File: src/fsle_pkg.sv
// Shared types, constants and helpers of the framed serial link engine.
// Has no dependencies; every other file of the block imports it.
`default_nettype none

package fsle_pkg;

  // Payload widths on the stream ports.
  localparam int unsigned IN_DATA_W  = 40;
  localparam int unsigned OUT_DATA_W = 40;
  localparam int unsigned CFG_IDX_W  = 1;
  localparam int unsigned CFG_DATA_W = 16;

  // Command queue between the front and the back part.
  localparam int unsigned QUEUE_DEPTH = 4;
  localparam int unsigned QPTR_W      = $clog2(QUEUE_DEPTH);

  // Transmitted command frame.
  localparam int unsigned TX_FRAME_LEN = 21;
  localparam int unsigned TX_IDX_W     = 5;
  localparam logic [7:0]  TX_SYNC0     = 8'h66;
  localparam logic [7:0]  TX_SYNC1     = 8'h99;
  localparam logic [7:0]  TEMP_OFFSET  = 8'd40;
  localparam int unsigned TX_POS_SYNC1 = 1;
  localparam int unsigned TX_POS_SET   = 2;
  localparam int unsigned TX_POS_SENS  = 3;
  localparam int unsigned TX_POS_FAN   = 4;
  localparam int unsigned TX_POS_POWER = 5;
  localparam int unsigned TX_POS_SUM   = TX_FRAME_LEN - 1;

  // Received peer frame.
  localparam logic [7:0]  RX_SYNC0       = 8'h55;
  localparam logic [7:0]  RX_SYNC1       = 8'h5A;
  localparam logic [7:0]  RX_SYNC_SUM    = RX_SYNC0 + RX_SYNC1;
  localparam int unsigned RX_IDX_W       = 6;
  localparam int unsigned RX_POS_FIRST   = 2;
  localparam int unsigned RX_POS_VERSION = 2;
  localparam int unsigned RX_POS_TYPE    = 3;
  localparam int unsigned RX_POS_FAULT   = 9;
  localparam int unsigned RX_POS_SUM     = 32;

  // Highest mode index that maps to its own code.
  localparam logic [2:0] MODE_MAX = 3'd3;

  // Register reset values.
  localparam logic [15:0] TX_PERIOD_RST    = 16'd150;
  localparam logic [15:0] LOSS_TIMEOUT_RST = 16'd5000;

  typedef enum logic [CFG_IDX_W-1:0] {
    CFG_TX_PERIOD    = 1'b0,
    CFG_LOSS_TIMEOUT = 1'b1
  } cfg_reg_e;

  typedef enum logic {
    REQ_BYTE = 1'b0,
    REQ_TICK = 1'b1
  } req_type_e;

  typedef enum logic [1:0] {
    KIND_TX    = 2'd0,
    KIND_RX_OK = 2'd1,
    KIND_LOST  = 2'd2
  } result_kind_e;

  typedef enum logic [1:0] {
    ST_HUNT   = 2'd0,
    ST_SECOND = 2'd1,
    ST_BODY   = 2'd2
  } sync_state_e;

  // Link status as it stands after the step that caused a result.
  typedef struct packed {
    logic       lost;
    logic [7:0] fault;
    logic [7:0] version;
    logic [7:0] ptype;
    logic       seen;
  } link_status_t;

  // The variable bytes of one command frame, plus its checksum.
  typedef struct packed {
    logic [7:0] set_byte;
    logic [7:0] sens_byte;
    logic [7:0] fan_mode_byte;
    logic       power;
    logic [7:0] sum;
  } tx_frame_t;

  // One queue entry: an optional command frame, then an optional event.
  typedef struct packed {
    logic         has_tx;
    logic         has_ev;
    result_kind_e ev_kind;
    tx_frame_t    frame;
    link_status_t status;
  } link_cmd_t;

  // Mode index to the code carried in the low bits of the fan byte.
  function automatic logic [1:0] mode_code(input logic [1:0] mode);
    logic [1:0] code;
    case (mode)
      2'd0:    code = 2'd3;
      2'd1:    code = 2'd0;
      2'd2:    code = 2'd2;
      default: code = 2'd1;
    endcase
    return code;
  endfunction

endpackage

`default_nettype wire

File: src/framed_serial_link_engine_core.sv
// Top level of the framed serial link engine: front part, command queue and
// back part. Depends on fsle_pkg, fsle_front, fsle_queue and fsle_back.
//
//   Channel  Direction  Handshake                     Payload
//   s_axis   in         s_axis_tvalid/s_axis_tready   tuser req_type, tdata item fields
//   m_axis   out        m_axis_tvalid/m_axis_tready   tuser kind, tlast, tdata result
//   cfg      in         cfg_valid_i/cfg_ready_o       cfg_index_i, cfg_data_i
//
// The front part takes one input item every cycle while the four-entry command
// queue has room; it updates all link state in that cycle.
// Each result costs one output transfer: a tick that sends a frame queues 21
// transfers, or 22 with a loss event, so the output channel sets the rate.
// Reset clears all control and link state at once; there is no clearing pass.
// A stall on the output backs up the queue, and only a full queue stalls input.
// Configuration writes are always taken and act on the next item.
`default_nettype none

module framed_serial_link_engine_core import fsle_pkg::*; (
  input  wire logic                  clk_i,
  input  wire logic                  rst_ni,
  // Input items.
  input  wire logic                  s_axis_tvalid,
  output logic                       s_axis_tready,
  // tdata from bit 0: rx_data[7:0], power_on, op_mode[2:0], fan_level[3:0],
  // setpoint_c[7:0], sensor_ready, sensor_c[8:0] (signed), zero fill.
  input  wire logic [IN_DATA_W-1:0]  s_axis_tdata,
  // tuser: req_type (0 received byte, 1 tick).
  input  wire logic [0:0]            s_axis_tuser,
  // Result items.
  output logic                       m_axis_tvalid,
  input  wire logic                  m_axis_tready,
  // tdata from bit 0: tx_data[7:0], link_lost, fault_code[7:0],
  // peer_version[7:0], peer_type[7:0], have_frame, zero fill.
  output logic [OUT_DATA_W-1:0]      m_axis_tdata,
  // tuser: result_kind (0 transmit byte, 1 frame received, 2 link lost).
  output logic [1:0]                 m_axis_tuser,
  output logic                       m_axis_tlast,
  // Configuration writes.
  input  wire logic                  cfg_valid_i,
  output logic                       cfg_ready_o,
  input  wire logic [CFG_IDX_W-1:0]  cfg_index_i,
  input  wire logic [CFG_DATA_W-1:0] cfg_data_i
);

  logic      q_full, q_empty, push, pop;
  link_cmd_t cmd, head;

  // Register writes never wait.
  assign cfg_ready_o = 1'b1;

  // Front part: classifies each item and updates the link state.
  fsle_front u_front (
    .clk_i       (clk_i),
    .rst_ni      (rst_ni),
    .cfg_valid_i (cfg_valid_i),
    .cfg_index_i (cfg_index_i),
    .cfg_data_i  (cfg_data_i),
    .in_valid_i  (s_axis_tvalid),
    .in_ready_o  (s_axis_tready),
    .in_user_i   (s_axis_tuser[0]),
    .in_data_i   (s_axis_tdata),
    .q_full_i    (q_full),
    .push_o      (push),
    .cmd_o       (cmd)
  );

  // Queue that lets the two parts stall independently.
  fsle_queue u_queue (
    .clk_i   (clk_i),
    .rst_ni  (rst_ni),
    .push_i  (push),
    .data_i  (cmd),
    .full_o  (q_full),
    .pop_i   (pop),
    .empty_o (q_empty),
    .head_o  (head)
  );

  // Back part: turns each command into its sequence of result transfers.
  fsle_back u_back (
    .clk_i       (clk_i),
    .rst_ni      (rst_ni),
    .empty_i     (q_empty),
    .head_i      (head),
    .pop_o       (pop),
    .out_valid_o (m_axis_tvalid),
    .out_ready_i (m_axis_tready),
    .out_data_o  (m_axis_tdata),
    .out_user_o  (m_axis_tuser),
    .out_last_o  (m_axis_tlast)
  );

endmodule

`default_nettype wire

File: src/fsle_front.sv
// Front part: configuration registers, receive sync hunting and checksum,
// transmit pacing and loss timer. Emits one command per producing item.
// Depends on fsle_pkg.
`default_nettype none

module fsle_front import fsle_pkg::*; (
  input  wire logic                  clk_i,
  input  wire logic                  rst_ni,
  input  wire logic                  cfg_valid_i,
  input  wire logic [CFG_IDX_W-1:0]  cfg_index_i,
  input  wire logic [CFG_DATA_W-1:0] cfg_data_i,
  input  wire logic                  in_valid_i,
  output logic                       in_ready_o,
  input  wire logic                  in_user_i,
  input  wire logic [IN_DATA_W-1:0]  in_data_i,
  input  wire logic                  q_full_i,
  output logic                       push_o,
  output link_cmd_t                  cmd_o
);

  logic [15:0] period_q, timeout_q;
  sync_state_e state_q, state_d;
  logic [RX_IDX_W-1:0] rx_idx_q;
  logic [7:0] rx_sum_q, ver_hold_q, type_hold_q, fault_hold_q;
  logic [15:0] tx_cnt_q, tx_cnt_d, loss_cnt_q, loss_cnt_d;
  link_status_t status_q, status_d;

  logic       accept, is_byte, is_tick;
  logic [7:0] rx_byte;
  logic       power;
  logic [2:0] op_mode;
  logic [3:0] fan;
  logic [7:0] setp;
  logic       sens_ready;
  logic [8:0] sensor;

  logic        frame_end, frame_good, sync_hit;
  logic [15:0] tx_inc, loss_inc;
  logic        send, loss_run, loss_fire;
  logic [1:0]  mode_eff;
  logic [4:0]  fan_inc;
  tx_frame_t   frame;

  assign in_ready_o = !q_full_i;
  assign accept     = in_valid_i && !q_full_i;
  assign is_byte    = accept && (req_type_e'(in_user_i) == REQ_BYTE);
  assign is_tick    = accept && (req_type_e'(in_user_i) == REQ_TICK);

  // tdata fields, lowest bits first.
  assign rx_byte    = in_data_i[7:0];
  assign power      = in_data_i[8];
  assign op_mode    = in_data_i[11:9];
  assign fan        = in_data_i[15:12];
  assign setp       = in_data_i[23:16];
  assign sens_ready = in_data_i[24];
  assign sensor     = in_data_i[33:25];

  // Configuration registers.
  always_ff @(posedge clk_i or negedge rst_ni) begin
    if (!rst_ni) begin
      period_q  <= TX_PERIOD_RST;
      timeout_q <= LOSS_TIMEOUT_RST;
    end else if (cfg_valid_i) begin
      unique case (cfg_reg_e'(cfg_index_i))
        CFG_TX_PERIOD:    period_q  <= cfg_data_i;
        CFG_LOSS_TIMEOUT: timeout_q <= cfg_data_i;
      endcase
    end
  end

  // Sync state machine: next state.
  always_comb begin
    state_d = state_q;
    if (is_byte) begin
      unique case (state_q)
        ST_HUNT: begin
          if (rx_byte == RX_SYNC0) state_d = ST_SECOND;
        end
        ST_SECOND: begin
          if (rx_byte == RX_SYNC1) state_d = ST_BODY;
          else if (rx_byte != RX_SYNC0) state_d = ST_HUNT;
        end
        ST_BODY: begin
          if (rx_idx_q == RX_IDX_W'(RX_POS_SUM)) state_d = ST_HUNT;
        end
        default: state_d = ST_HUNT;
      endcase
    end
  end

  // Sync state machine: outputs.
  always_comb begin
    sync_hit   = 1'b0;
    frame_end  = 1'b0;
    unique case (state_q)
      ST_SECOND: sync_hit  = is_byte && (rx_byte == RX_SYNC1);
      ST_BODY:   frame_end = is_byte && (rx_idx_q == RX_IDX_W'(RX_POS_SUM));
      default: ;
    endcase
    frame_good = frame_end && (rx_sum_q == rx_byte);
  end

  always_ff @(posedge clk_i or negedge rst_ni) begin
    if (!rst_ni) state_q <= ST_HUNT;
    else         state_q <= state_d;
  end

  // Frame body: running sum of bytes before the checksum and the fields kept.
  always_ff @(posedge clk_i) begin
    if (sync_hit) begin
      rx_idx_q <= RX_IDX_W'(RX_POS_FIRST);
      rx_sum_q <= RX_SYNC_SUM;
    end else if (is_byte && state_q == ST_BODY) begin
      rx_idx_q <= rx_idx_q + RX_IDX_W'(1);
      rx_sum_q <= rx_sum_q + rx_byte;
      if (rx_idx_q == RX_IDX_W'(RX_POS_VERSION)) ver_hold_q   <= rx_byte;
      if (rx_idx_q == RX_IDX_W'(RX_POS_TYPE))    type_hold_q  <= rx_byte;
      if (rx_idx_q == RX_IDX_W'(RX_POS_FAULT))   fault_hold_q <= rx_byte;
    end
  end

  // Tick pacing and loss timer.
  assign tx_inc    = tx_cnt_q + 16'd1;
  assign send      = tx_inc >= period_q;
  assign loss_run  = loss_cnt_q < timeout_q;
  assign loss_inc  = loss_cnt_q + 16'd1;
  assign loss_fire = loss_run && (loss_inc >= timeout_q) && !status_q.lost;

  always_comb begin
    tx_cnt_d   = tx_cnt_q;
    loss_cnt_d = loss_cnt_q;
    status_d   = status_q;
    if (is_tick) begin
      tx_cnt_d = send ? 16'd0 : tx_inc;
      if (loss_run)  loss_cnt_d    = loss_inc;
      if (loss_fire) status_d.lost = 1'b1;
    end else if (frame_good) begin
      loss_cnt_d       = 16'd0;
      status_d.lost    = 1'b0;
      status_d.version = ver_hold_q;
      status_d.ptype   = type_hold_q;
      status_d.fault   = fault_hold_q;
      status_d.seen    = 1'b1;
    end
  end

  always_ff @(posedge clk_i or negedge rst_ni) begin
    if (!rst_ni) begin
      tx_cnt_q   <= '0;
      loss_cnt_q <= '0;
      status_q   <= '0;
    end else begin
      tx_cnt_q   <= tx_cnt_d;
      loss_cnt_q <= loss_cnt_d;
      status_q   <= status_d;
    end
  end

  // Command frame contents from the operator settings carried by the tick.
  assign mode_eff = (op_mode > MODE_MAX) ? 2'd0 : op_mode[1:0];
  assign fan_inc  = {1'b0, fan} + 5'd1;

  always_comb begin
    frame.set_byte      = setp + TEMP_OFFSET;
    frame.sens_byte     = sens_ready ? (sensor[7:0] + TEMP_OFFSET) : frame.set_byte;
    frame.fan_mode_byte = {(power ? fan_inc[3:0] : 4'd0), 2'b00, mode_code(mode_eff)};
    frame.power         = power;
    frame.sum           = TX_SYNC0 + TX_SYNC1 + frame.set_byte + frame.sens_byte
                        + frame.fan_mode_byte + {7'd0, power};
  end

  always_comb begin
    cmd_o.has_tx  = is_tick && send;
    cmd_o.has_ev  = is_tick ? loss_fire : frame_good;
    cmd_o.ev_kind = is_tick ? KIND_LOST : KIND_RX_OK;
    cmd_o.frame   = frame;
    cmd_o.status  = status_d;
  end

  assign push_o = cmd_o.has_tx || cmd_o.has_ev;

endmodule

`default_nettype wire

File: src/fsle_queue.sv
// Short command queue between the front and the back part.
// Depends on fsle_pkg.
`default_nettype none

module fsle_queue import fsle_pkg::*; (
  input  wire logic  clk_i,
  input  wire logic  rst_ni,
  input  wire logic  push_i,
  input  link_cmd_t  data_i,
  output logic       full_o,
  input  wire logic  pop_i,
  output logic       empty_o,
  output link_cmd_t  head_o
);

  link_cmd_t          entry_q [QUEUE_DEPTH];
  logic [QPTR_W-1:0]  wr_ptr_q, rd_ptr_q;
  logic [QPTR_W:0]    count_q;

  assign full_o  = count_q == (QPTR_W+1)'(QUEUE_DEPTH);
  assign empty_o = count_q == '0;
  assign head_o  = entry_q[rd_ptr_q];

  always_ff @(posedge clk_i) begin
    if (push_i) entry_q[wr_ptr_q] <= data_i;
  end

  always_ff @(posedge clk_i or negedge rst_ni) begin
    if (!rst_ni) begin
      wr_ptr_q <= '0;
      rd_ptr_q <= '0;
      count_q  <= '0;
    end else begin
      if (push_i) wr_ptr_q <= wr_ptr_q + QPTR_W'(1);
      if (pop_i)  rd_ptr_q <= rd_ptr_q + QPTR_W'(1);
      case ({push_i, pop_i})
        2'b10:   count_q <= count_q + (QPTR_W+1)'(1);
        2'b01:   count_q <= count_q - (QPTR_W+1)'(1);
        default: count_q <= count_q;
      endcase
    end
  end

`ifndef SYNTHESIS
  a_no_push_full: assert property (@(posedge clk_i) disable iff (!rst_ni)
    full_o |-> !push_i)
    else $error("command pushed into a full queue");
  a_no_pop_empty: assert property (@(posedge clk_i) disable iff (!rst_ni)
    empty_o |-> !pop_i)
    else $error("command popped from an empty queue");
`endif

endmodule

`default_nettype wire

File: src/fsle_back.sv
// Back part: expands queued commands into result transfers and holds them
// in the output register. Depends on fsle_pkg.
`default_nettype none

module fsle_back import fsle_pkg::*; (
  input  wire logic                   clk_i,
  input  wire logic                   rst_ni,
  input  wire logic                   empty_i,
  input  link_cmd_t                   head_i,
  output logic                        pop_o,
  output logic                        out_valid_o,
  input  wire logic                   out_ready_i,
  output logic [OUT_DATA_W-1:0]       out_data_o,
  output logic [1:0]                  out_user_o,
  output logic                        out_last_o
);

  logic [TX_IDX_W-1:0] idx_q, idx_d;
  logic                valid_q;
  logic [OUT_DATA_W-1:0] data_q;
  result_kind_e        kind_q;
  logic                last_q;

  logic         load, in_ev, last;
  logic [7:0]   tx_byte, data_byte;
  result_kind_e kind;

  // The frame bytes come first; the event, if any, follows them.
  assign in_ev = !head_i.has_tx || (idx_q == TX_IDX_W'(TX_FRAME_LEN));
  assign last  = in_ev || ((idx_q == TX_IDX_W'(TX_POS_SUM)) && !head_i.has_ev);
  assign load  = !empty_i && (!valid_q || out_ready_i);
  assign pop_o = load && last;

  always_comb begin
    if (idx_q == '0)                            tx_byte = TX_SYNC0;
    else if (idx_q == TX_IDX_W'(TX_POS_SYNC1))  tx_byte = TX_SYNC1;
    else if (idx_q == TX_IDX_W'(TX_POS_SET))    tx_byte = head_i.frame.set_byte;
    else if (idx_q == TX_IDX_W'(TX_POS_SENS))   tx_byte = head_i.frame.sens_byte;
    else if (idx_q == TX_IDX_W'(TX_POS_FAN))    tx_byte = head_i.frame.fan_mode_byte;
    else if (idx_q == TX_IDX_W'(TX_POS_POWER))  tx_byte = {7'd0, head_i.frame.power};
    else if (idx_q == TX_IDX_W'(TX_POS_SUM))    tx_byte = head_i.frame.sum;
    else                                        tx_byte = 8'd0;
  end

  assign kind      = in_ev ? head_i.ev_kind : KIND_TX;
  assign data_byte = in_ev ? 8'd0 : tx_byte;

  always_comb begin
    idx_d = idx_q;
    if (load) idx_d = last ? '0 : idx_q + TX_IDX_W'(1);
  end

  always_ff @(posedge clk_i or negedge rst_ni) begin
    if (!rst_ni) begin
      idx_q   <= '0;
      valid_q <= 1'b0;
    end else begin
      idx_q <= idx_d;
      if (load)             valid_q <= 1'b1;
      else if (out_ready_i) valid_q <= 1'b0;
    end
  end

  always_ff @(posedge clk_i) begin
    if (load) begin
      data_q <= {6'd0, head_i.status.seen, head_i.status.ptype, head_i.status.version,
                 head_i.status.fault, head_i.status.lost, data_byte};
      kind_q <= kind;
      last_q <= last;
    end
  end

  assign out_valid_o = valid_q;
  assign out_data_o  = data_q;
  assign out_user_o  = kind_q;
  assign out_last_o  = last_q;

`ifndef SYNTHESIS
  a_idx_range: assert property (@(posedge clk_i) disable iff (!rst_ni)
    idx_q <= TX_IDX_W'(TX_FRAME_LEN))
    else $error("frame byte index out of range");
  a_mid_cmd_held: assert property (@(posedge clk_i) disable iff (!rst_ni)
    (idx_q != '0) |-> !empty_i)
    else $error("command left the queue before it was finished");
  a_event_last: assert property (@(posedge clk_i) disable iff (!rst_ni)
    (valid_q && kind_q != KIND_TX) |-> last_q)
    else $error("event result not marked last");
`endif

endmodule

`default_nettype wire

File: config.mk
export PLATFORM = sky130hd
export DESIGN_NAME = framed_serial_link_engine_core
export DESIGN_NICKNAME = d
export VERILOG_FILES = /design/src/fsle_pkg.sv /design/src/framed_serial_link_engine_core.sv /design/src/fsle_front.sv /design/src/fsle_queue.sv /design/src/fsle_back.sv
export SDC_FILE = /design/constraint.sdc
export NUM_CORES = 1
export LEC_CHECK = 0
export BUFFER_PORTS_ARGS = -buffer_cell sky130_fd_sc_hd__buf_2
export CAP_MARGIN = 20
export CORE_UTILIZATION = 63
export CTS_BUF_LIST = sky130_fd_sc_hd__clkbuf_8
export CTS_CLUSTER_SIZE = 10
export DETAILED_ROUTE_END_ITERATION = 16
export GPL_TIMING_DRIVEN = 0
export PLACE_DENSITY = 0.88
export RECOVER_POWER = 50
export SKIP_CTS_REPAIR_TIMING = 1
export SYNTH_ARGS = -nofsm -noshare
export SYNTH_HDL_FRONTEND = slang
export SYNTH_SLANG_ARGS = --single-unit
File: constraint.sdc
create_clock -name clk_i -period 5.4 [get_ports clk_i]
set_input_delay 0.81 -clock clk_i [delete_from_list [all_inputs] [get_ports clk_i]]
set_output_delay 0.81 -clock clk_i [all_outputs]
set_load 0.1 [all_outputs]
; ---- Word level (Yosys, flattened, before mapping)
; Memories as Yosys holds them, arrays and structs flattened.
; Cells that the tools add are included.
; Widths: inputs -> output; s select.
[totals]
out_inout_bits = 46
mem_count = 1
input_bits = 63
wordCells = 147
ramBits = 244
register_bits = 180
[op_classes]
n_lt_le_gt_ge = 4
n_eq_ne = 26
addsub = 16
reduce_logical = 38
bitwise_logic = 3
mux = 34
[memory_table]
columns = name, depth, word_bits, rd, rd_clocked_by_memory_dff, wr, line
row1 = u_queue.entry_q, 4, 61, 1, 0, 1, fsle_queue.sv:16  ; link_cmd_t entry_q [QUEUE_DEPTH];
[op_table]
columns = cell, count
row1 = $mux 16, 4
row2 = $mux 8, 7
row3 = $add 16x1->16 const B, 2
row4 = $ge 16x16->1, 2
row5 = $mux 26, 1
row6 = $mux 25, 1
row7 = $add 8x8->8, 3
row8 = $add 8x6->8 const B, 2
row9 = $eq 8x7->1 const B, 2
row10 = $lt 16x16->1, 1
row11 = $logic_and 1x1->1, 13
row12 = $eq 6x2->1 const B, 2
row13 = $mux 2, 6
row14 = $pmux 2 s3, 2
row15 = $eq 5x2->1 const B, 2
row16 = $eq 5x3->1 const B, 2
row17 = $eq 5x5->1 const B, 2
row18 = $mux 1, 9
row19 = $reduce_and 3->1, 3
row20 = $add 8x1->8, 1
row21 = $add 8x8->8 const A, 1
row22 = $eq 8x8->1, 1
row23 = $ne 8x7->1 const B, 1
row24 = $mux 7, 1
row25 = 29 further kinds, 50

; ---- Longest topological paths before layout
[depth]
depth_word = 11
depth_mapped = 21
ltp_nobuf = 20

; ---- Hierarchy
; Synthesis repeated with hierarchy kept, for this count alone.
[hier_totals]
hier_cells = 1276
area_unflattened_um2 = 19346.1
[modules_own_cells]
columns = mod, cells_per_inst, seq_area_each_um2, n_inst, area_per_inst_um2
row1 = fsle_queue, 366, 7742.4, 1, 9490.4
row2 = fsle_front, 771, 3314.4, 1, 7873.8
row3 = fsle_back, 137, 1261.2, 1, 1970.6
row4 = framed_serial_link_engine_core, 2, 0.0, 1, 11.3

; ---- Worst setup path after synthesis
; OpenSTA, ideal clock, no wires.
[synth_path]
path_type = reg-to-reg
startpoint = register u_front.loss_cnt_q[0]
endpoint = memory u_queue.entry_q[0][0] (netlist name) (enable)
path_stages_with_launch = 16
path_buffers = 1
t_arrival_ns = 4.408
t_required_ns = 4.975
setup_time_ns = 0.425
path_slack_ns = 0.567
synth_period_minus_slack_ns = 4.833
path_cell_list = dfrtp_1 > ha_1 > nand3_1 > nor2_1 > and3_1 > clkbuf_1 > nand3_1 > xnor2_1 > ha_1 > nand4_1 > nor4_1 > o31ai_1 > a21oi_1 > o21bai_4 > o211ai_4 > and2_1
[synth_via]
elab_chain_cells = 8
word_cells_on_any_way = 9
classes_between = add/sub: 1 / order compare: 2 / mux: 3 / reduce/logical: 3
[synth_rtl]
columns = element, line
row1 = from (decl), fsle_front.sv:25  ; logic [15:0] tx_cnt_q, tx_cnt_d, loss_cnt_q, loss_cnt_d;
row2 = from (signal assigned), fsle_front.sv:154  ; loss_cnt_q <= loss_cnt_d;
row3 = $add 16x1->16, fsle_front.sv:126  ; assign loss_inc = loss_cnt_q + 16'd1;
row4 = $ge 16x16->1, fsle_front.sv:127  ; assign loss_fire = loss_run && (loss_inc >= timeout_q) && !status_q.lost;
row5 = $logic_and 1x1->1 * (2 in a row), fsle_front.sv:127
row6 = $mux 1 *, fsle_front.sv:174  ; cmd_o.has_ev = is_tick ? loss_fire : frame_good;
row7 = $logic_or 1x1->1 *, fsle_front.sv:180  ; assign push_o = cmd_o.has_tx || cmd_o.has_ev;
row8 = $mux 1 *, fsle_queue.sv:25  ; if (push_i) entry_q[wr_ptr_q] <= data_i;
row9 = $mux 1 (not written as such) *, fsle_queue.sv:25
row10 = to (decl), fsle_queue.sv:16
; Mark *: on every way between the ends. The rest lies on a longest branch, timed or not.

; ---- Worst setup path after layout
[layout_path]
startpoint = register u_front.loss_cnt_q[0]
endpoint = memory u_queue.entry_q[2][54] (netlist name) (enable)
; Same word-level chain as after synthesis.

==> key figures <==
Cells and area
  – Final Net Count: 1,614
  – Fin util: 72.7%
  – Finished Cell Area: 21,100 sq um
  – Layout cells sized above 1: 17.7%
  – Fin cells: 1,895
  – Diode count: 0
  – Synth-to-Final Area Change: 12.6%

Clock tree
  – CTS buffer count: 68
  – H-tree Lvls: 3
  – Clk sinks: 424
  – CTS root buf: clkbuf_8
  – CTS max path bufs: 3
  – Clk_lat worst skew: 0.60 ns
  – CTS tree: yes
  – Clock transition at the registers of the reported paths: 0.06 ns

STA
  – PnR worst setup slack: 0.668 ns
  – RSZ-0062 raised after global routing: false
  – Final min period: 4.73 ns
  – Max Clk Rate: 0.211 GHz
  – Fin Clk Skew: 0.0302 ns
  – Max Slew Vio Count: 150
  – Fin. Hold Viols: 0
  – Slew headroom: -70.2%
  – Fin crit share: 87.6%
  – Final setup fails: 0
  – Slew @ Worst Pin: 2.55 ns

Setup path
  – Worst-path fanout max: 33
  – CP Capture Type: register
  – FF-to-FF Start: u_front.loss_cnt_q[0]
  – Worst Path Required: 5.66 ns
  – Startpoint Class: register
  – R2R Setup Slk: 0.67 ns
  – R2R depth: 16
  – Critical path data arrival time: 4.99 ns
  – WS Path Type: register to register
  – Reg-to-Reg End: u_queue.entry_q[2][54]

Yosys
  – Mapped Cells: 1,281
  – Syn Area/Cell: 14.6 sq um
  – Cell Area, Synth: 18,700 sq um
  – Synth Flop Type: edfxtp_1
  – Async SR Flop Fraction: 24.8%
  – Synth top area cells: edfxtp_1 (49%), dfrtp_1 (13%), mux4_2 (7.3%)
  – Synth Register Bits: 424
  – Netlist cell types: 59
  – EDFF count, synth: 305
  – Leading area contributor after synthesis: edfxtp_1
  – Synth top area share: 48.9%
  – Warnings, synthesis: 0
  – Seq/Total Area, Yosys: 64.5%

Min path
  – WHS Path Cells: 2
  – Min-Delay Endpoint: u_front.timeout_q[0]
  – Hold path startpoint: cfg_data_i[0]
  – Worst min-delay path class: input pin to register

Placed design
  – Dpl ws: 0.683 ns
  – RD Place Congestion: 0.917
  – Buffers on Ports: 94
  – Post-DP HPWL: 26,800 um
  – Placed cell count: 1,769
  – Area of placed instances: 19,800 sq um

Run status
  – Failing checks: max-capacitance violations, max-slew violations
  – Outcome: complete, but fails checks

GRT
  – Initial antenna violation count: 0
  – Largest net degree at the start of global routing: 64
  – GRT Util Overall: 28.5%
  – Vias in the first global route: 12,170
  – First-pass GRT wire length: 65,700 um
  – Total global routing overflow: 0

Routing
  – DRC Markers: 0
  – Post-route ant nets: 0
  – Via count: 11,449
  – First drt pass iteration count: 8
  – Routed WL: 41,800 um
  – Avg WL per Cell: 22.1 um
  – Drt initial violations: 1,243
  – Via/cell ratio: 6.04

Floorplan
  – Cell Rows: 62
  – Initial Util: 64.6%
  – Core area: 29,000 sq um
  – # IOs: 109
  – Die Span X: 174 um
  – Die height: 174 um
  – Die area: 30,400 sq um

Power
  – Pleak: 8.40 nW
  – Pwr/cell area: 471 nW/um^2
  – Peak VDD IR: 0.000367 V

Flow run
  – Max Cap Viol: 3
-- worst max-delay path, cell delays in order, from the launching register on --
cell	delay, ns
dfrtp_1	0.47
ha_1	0.28
nand3_1	0.17
nor2_1	0.23
and3_1	0.20
clkbuf_1	0.30
nand3_1	0.21
xnor2_1	0.17
ha_1	0.32
nand4_1	0.13
nor4_1	0.29
o31ai_1	0.13
a21oi_1	0.26
o21bai_4	0.14
o211ai_4	0.28
and2_4	0.52
buf_12	0.31
-- state kept, by name, summed over array words and instances, names as in the netlist, 2 cells and up --
register / count
u_front.loss_cnt_q: 16
u_front.tx_cnt_q: 16
u_back.out_user_o: 2
u_back.out_data_o: 34
u_back.idx_q: 5
u_front.status_q: 26
u_front.fault_hold_q: 8
u_front.state_q: 2
u_front.rx_sum_q: 8
u_front.rx_idx_q: 6
u_queue.rd_ptr_q: 2
u_front.timeout_q: 16
u_front.type_hold_q: 8
u_front.period_q: 16
u_queue.entry_q: 244
u_queue.count_q: 3
u_front.ver_hold_q: 8
u_queue.wr_ptr_q: 2
-- cells by family after synthesis --
| kind of cell | synth area share [%] |
|---|---|
| flip-flops | 64.5 |
| AND/OR/NAND/NOR | 7.05 |
| AO/OA/AOI/OAI | 5.46 |
| buffers and inverters | 2.99 |
| multiplexers | 10.3 |
| adder cells (fa/ha/maj) | 6.73 |
| XOR/XNOR | 2.95 |
| other | 0.0401 |
-- how the worst max path moves through the flow --
stage | from | end | slack, ns | cells after the start
6_report | u_front.loss_cnt_q[0] | u_queue.entry_q[2][54] | 0.67 | 16
5_1_grt | u_front.loss_cnt_q[0] | u_queue.entry_q[2][51] | 0.31 | 16
4_1_cts | u_front.loss_cnt_q[0] | u_queue.entry_q[2][54] | 0.66 | 16
3_5_place_dp | u_front.loss_cnt_q[0] | u_queue.entry_q[2][48] | 0.68 | 16
3_3_place_gp | u_front.loss_cnt_q[0] | u_queue.entry_q[3][56] | -0.96 | 15
2_1_floorplan | u_front.loss_cnt_q[0] | u_queue.entry_q[0][0] | 0.57 | 15
-- cells in the mapped netlist (5+ instances only) --
| cell type | number |
|---|---|
| inv_1 | 89 |
| o21ai_1 | 6 |
| fa_1 | 8 |
| nand4_1 | 9 |
| nor2_1 | 34 |
| o31ai_1 | 8 |
| a21o_1 | 9 |
| dfxtp_1 | 14 |
| o21ai_0 | 81 |
| nor2b_1 | 13 |
| nand2_1 | 116 |
| nor4_1 | 6 |
| dfrtp_1 | 96 |
| nand2b_1 | 18 |
| and3_1 | 11 |
| mux2i_1 | 5 |
| xnor2_1 | 31 |
| buf_4 | 7 |
| and2_1 | 7 |
| edfxtp_1 | 305 |
| a21oi_1 | 29 |
| ha_1 | 88 |
| xor2_1 | 32 |
| nand3_1 | 36 |
| mux2_2 | 44 |
| mux4_2 | 61 |
| buf_2 | 9 |
| dfstp_2 | 9 |
| nor3_1 | 12 |
| o211ai_1 | 12 |
| clkbuf_1 | 31 |
-- stage by stage --
| step | setup TNS [ns] | hold WS [ns] | power [mW] |
|---|---|---|---|
| 2_1_floorplan | 0 | 0.436 | 6.53 |
| 3_3_place_gp | -232.23 | 0.455 | 7.13 |
| 5_1_grt | 0 | 0.476 | 10.3 |
| 3_5_place_dp | 0 | 0.470 | 7.25 |
| 6_report | 0 | 0.468 | 9.94 |
| 4_1_cts | 0 | 0.247 | 10.0 |
-- layout make-up --
| class | count | area [sq um] |
|---|---|---|
| plain buffers | 47 | 205 |
| clock buffers | 76 | 1050 |
| clock inverters | 50 | 317 |
| fillers | 1728 | 7930 |
| inverters | 92 | 347 |
| multi-input cells | 723 | 6100 |
| flip-flops and latches | 424 | 12100 |
| well taps | 384 | 480 |
| repair buffers | 99 | 509 |
-- cell usage in the layout, fill, tap and decap left out, types with 5 or more instances in the layout --
master	count
a21o_1	9
a21oi_1	29
and3_1	12
buf_2	41
buf_4	7
clkbuf_1	93
clkbuf_8	76
clkinv_1	11
clkinv_2	7
conb_1	7
dfrtp_1	96
dfstp_2	9
dfxtp_1	14
edfxtp_1	305
fa_1	8
ha_1	88
inv_1	113
mux2_1	5
mux2_2	40
mux2i_1	5
mux4_2	61
nand2_1	116
nand2b_1	18
nand3_1	37
nand4_1	9
nor2_1	34
nor2b_1	13
nor3_1	12
nor4_1	6
o211ai_1	12
o21ai_0	82
o21ai_1	5
o31ai_1	8
xnor2_1	31
xor2_1	32
-- layer usage --
metal | part of all wire (%) | track usage (%) | routed length, um
met4 | 3.7 | 14.0 | 1550
met5 | 0 | 0 | 0
met2 | 51 | 48.5 | 21300
met1 | 39 | 35.7 | 16300
met3 | 6.5 | 4.83 | 2730
-- power breakdown --
| group | leakage [nW] | total [mW] | switching [mW] | internal [mW] |
|---|---|---|---|---|
| logic | 3.32 | 3.14 | 2.23 | 0.907 |
| registers | 4.29 | 4.05 | 0.163 | 3.89 |
| clock network | 0.783 | 2.74 | 1.29 | 1.46 |
Note: power is estimated with default switching activity, not from simulation.
